$ cat src/ptb_pkg.sv
package ptb_pkg;

   // Pool geometry (POOL_PAGES is a power of two)
   localparam int POOL_PAGES = 16;
   localparam int PAGE_BITS  = $clog2(POOL_PAGES);
   localparam int IDX_BITS   = 9;
   localparam int ADDR_BITS  = PAGE_BITS + IDX_BITS;
   localparam int DEPTH      = POOL_PAGES * 512;
   localparam int WORD_BITS  = 64;
   localparam int FRAME_BITS = 40;
   localparam int FLAG_BITS  = 12;
   localparam int PAGE_SHIFT = 12;
   localparam int USED_BITS  = $clog2(POOL_PAGES + 1);
   localparam int SUM_BITS   = ((USED_BITS > 5) ? USED_BITS : 5) + 1;

   // Request operations; the last code has no effect
   localparam logic [1:0] OP_SET    = 2'd0;
   localparam logic [1:0] OP_MAP    = 2'd1;
   localparam logic [1:0] OP_READ   = 2'd2;
   localparam logic [1:0] OP_UNUSED = 2'd3;

   // Register indexes
   localparam logic [1:0] CSR_FLAGS = 2'd0;
   localparam logic [1:0] CSR_BASE  = 2'd1;
   localparam logic [1:0] CSR_LIMIT = 2'd2;

   typedef struct packed {
      logic [IDX_BITS-1:0] top;
      logic [IDX_BITS-1:0] dir_ptr;
      logic [IDX_BITS-1:0] dir;
      logic [IDX_BITS-1:0] leaf;
   } cursor_type;

   typedef struct packed {
      logic load;
      logic advance;
   } cursor_cmd_type;

endpackage

$ cat src/ptb_cursor.sv
module ptb_cursor import ptb_pkg::*; (
   input  logic           clock,
   input  logic           reset,
   input  cursor_cmd_type cmd,
   input  cursor_type     load_value,
   output cursor_type     cursor
);

   cursor_type cur_ff, cur_in;

   // Load, or advance with carries; top index wraps
   always_comb begin
      cur_in = cur_ff;
      if (cmd.load) begin
         cur_in = load_value;
      end else if (cmd.advance) begin
         cur_in.leaf = cur_ff.leaf + 1'b1;
         if (&cur_ff.leaf) begin
            cur_in.dir = cur_ff.dir + 1'b1;
            if (&cur_ff.dir) begin
               cur_in.dir_ptr = cur_ff.dir_ptr + 1'b1;
               if (&cur_ff.dir_ptr) begin
                  cur_in.top = cur_ff.top + 1'b1;
               end
            end
         end
      end
   end

   always_ff @(posedge clock) begin
      if (reset) begin
         cur_ff <= '0;
      end else begin
         cur_ff <= cur_in;
      end
   end

   assign cursor = cur_ff;

endmodule

$ cat config.mk
export PLATFORM = sky130hd
export DESIGN_NAME = ptb_cursor
export DESIGN_NICKNAME = d
export VERILOG_FILES = /design/src/ptb_pkg.sv /design/src/ptb_cursor.sv
export SDC_FILE = /design/constraint.sdc
export NUM_CORES = 1
export LEC_CHECK = 0
export ABC_AREA = 1
export BUFFER_PORTS_ARGS = -buffer_cell sky130_fd_sc_hd__buf_2
export CAP_MARGIN = 20
export CORE_UTILIZATION = 35
export DETAILED_ROUTE_END_ITERATION = 10
export PLACE_DENSITY_LB_ADDON = 0.12
export REMOVE_ABC_BUFFERS = 1
export SLEW_MARGIN = 20
export SYNTH_ARGS = -nofsm -noshare
export SYNTH_HDL_FRONTEND = slang
export SYNTH_SLANG_ARGS = --single-unit
$ cat constraint.sdc
create_clock -name clock -period 2.8 [get_ports clock]
set_clock_uncertainty 0.2 [all_clocks]
set_input_delay 0.14 -clock clock [delete_from_list [all_inputs] [get_ports clock]]
set_output_delay 0.14 -clock clock [all_outputs]
set_load 0.005 [all_outputs]
==> summary.txt <==
Outcome
  • Status: complete, no violations

Global routing
  • GR Util All Layers: 18.5%
  • Final global-route overflow total: 0
  • Initial antenna violation count: 0
  • Pin count of the biggest net entering global routing: 32
  • Vias in the first global route: 2002
  • Global-route wire length before repair: 9220 microns

Floorplanning
  • Die height: 80.4 microns
  • Core Area: 5920 sq um
  • Die Area: 6470 sq um
  • DIE WIDTH: 80.4 microns
  • Row count: 28
  • Initial Util: 36.4%
  • IO Count: 76

Cells and area
  • Fill count: 610
  • Area delta synth->final: 37.1%
  • Largest register FFs: 36
  • Fin nets: 474
  • N_diodes: 0
  • Fin util: 49.9%
  • Layout cell share with drive strength beyond 1: 22.5%

Setup path
  • WS Path Type: reg2reg
  • CP endpoint kind: flip-flop
  • Worst path required time: 2760 ps
  • Arr. time, crit path: 2230 ps
  • Kind of start point of the critical path: flip-flop
  • CP Max Fanout: 7

Timing
  • RSZ-0062 raised after global routing: no
  • Sum Neg Setup Slack: 0 ps
  • Slew @ Worst Pin: 559 ps
  • Tmin final: 2270 ps
  • FMAX: 440 MHz
  • Fin crit share: 81.1%
  • Hold Vio Cnt, Final: 0
  • Rel. slew slack: 62.6%
  • # setup viols final: 0
  • Fin. max-slew vios: 0

Synthesis
  • Synth area leaders: dfxtp_1, nand2_1, nand3_1
  • Yosys synthesis warning count: 0
  • Commonest cells in the netlist: nand2_1, dfxtp_1, inv_1
  • Post-synth top area cell: dfxtp_1
  • Synthesized instance count: 326
  • Mapped Area: 2150 sq um
  • Synth unique cells: 29
  • Register area share after synthesis: 33.5%
  • Mapped Avg Cell Area: 6.61 sq um
  • FF+latch count, synth: 36
  • Most common cell in the netlist: nand2_1
  • Most used flip-flop cell after synthesis: dfxtp_1
  • Asr flop ratio synth: 0%
  • Synth top area share: 33.5%
  • Post-synth EDFFs: 0

Clocking
  • H-tree depth: 2
  • Clk Latency, worst-skew pair: 290 ps
  • Clk buf depth: 2
  • Clk sinks: 36
  • Num CTS Buffers: 5
  • Clock Pin Slew Worst Setup and Hold Paths: 70 ps
  • TritonCTS clock tree: built
  • Post-CTS Setup Bufs: 0
  • Clk Tree Root Cell: clkbuf_8

Placement
  • Routability cong.: 0.788
  • Final HPWL DP: 4020 microns
  • IO buf count: 75

Drt
  • Via-to-Cell Ratio: 4.77
  • DR WL/cell: 11.6 microns
  • Vias: 2396
  • DRC: 0
  • Final ANT Viol Nets: 0
  • Total wire length: 5810 microns
  • Pre-Repair DR Iteration Count: 4
  • Initial drt markers: 126

Min path
  • Worst Hold Class: in2reg

Power
  • Pwr dens: 411 nW/um^2
  • Worst vdd ir: 0.000191 V
  • Leakage: 1.44 nW

Run
  • Max Cap Violations: 0
-- cell families after synthesis --
family	synth area share [%]
flops	33.5
simple gates	33.1
xor+xnor	3.25
compound gates	18.2
buf+inv	7.90
fa+ha+maj	4.07
-- worst max-delay path, cell delays in order, from the launching register on --
cell and delay [ps]:
dfxtp_1 400, ha_1 230, nand2_1 90, nor3_2 230, nand2_1 70, nor2_1 100, ha_1 180, inv_1 80
o21ai_1 170, nand2_2 130, a21boi_0 190, a21oi_1 80
-- cell type report --
cell class | instances | area, sq um | area share (%)
multi-input cells | 246 | 1260 | 42.8
inverters | 36 | 135 | 4.58
repair buffers | 102 | 643 | 21.8
flip-flops and latches | 36 | 721 | 24.4
well taps | 75 | 93.8 | 3.18
clock buffers | 7 | 96.3 | 3.26
-- path summary, 6_finish.rpt --
kind                           startpoint  slack [ps]  depth (start not counted)                       to
hold reg to reg   cursor[35]$_SDFFE_PP0P_         290                          2  cursor[35]$_SDFFE_PP0P_
hold / removal             load_value[14]          20                          5  cursor[14]$_SDFFE_PP0P_
setup / recovery  cursor[18]$_SDFFE_PP0P_         530                         11  cursor[32]$_SDFFE_PP0P_
setup reg to reg  cursor[18]$_SDFFE_PP0P_         530                         11  cursor[32]$_SDFFE_PP0P_
-- cell usage in the layout, fill, tap and decap left out, types with 3 or more instances in the layout --
cell type       n
nand3_1        26
a22oi_1         6
a31oi_1         9
clkbuf_8        7
ha_1            7
dlygate4sd3_1  26
inv_1          34
a21boi_0        3
nand2_2         5
nor2_1         31
buf_2          75
nand2_1        95
dfxtp_1        36
a21oi_1        22
xor2_1          5
o21ai_0        19
xnor2_1         3
-- through the flow --
step           instances  cell area [sq um]  hold slack [ps]  setup slack (ps)  power [mW]
4_1_cts              502               2950             6.29               495        1.23
5_1_grt              502               2950             33.8               277        1.28
2_1_floorplan        318               2120             9.07               745       0.683
3_3_place_gp         469               2590              216               548       0.779
6_report             502               2950             19.3               530        1.21
3_5_place_dp         469               2590              220               527       0.781
-- timing repair --
action	4_1_cts	5_1_grt
gates resized for setup	0	0
hold buffers	26	0
endpoints found under the hold margin	26	0
-- report_power, final --
| group | total (mW) | switching, mW | internal [mW] | leakage [nW] |
|---|---|---|---|---|
| logic | 0.215 | 0.105 | 0.109 | 1.09 |
| clock network | 0.416 | 0.196 | 0.220 | 0.0503 |
| registers | 0.581 | 0.0367 | 0.545 | 0.298 |
| total | 1.21 | 0.338 | 0.874 | 1.44 |
-- layer usage --
metal	vias up	part of all wire, %	wire [microns]	track usage (%)
li1	1267	-	-	-
met1	1066	50	2890	24.6
met2	57	45	2610	29.9
met3	6	4.1	236	3.41
met4	0	1.1	65	5.89
met5	-	0	0	0
Power figures use the tool's default switching activity.
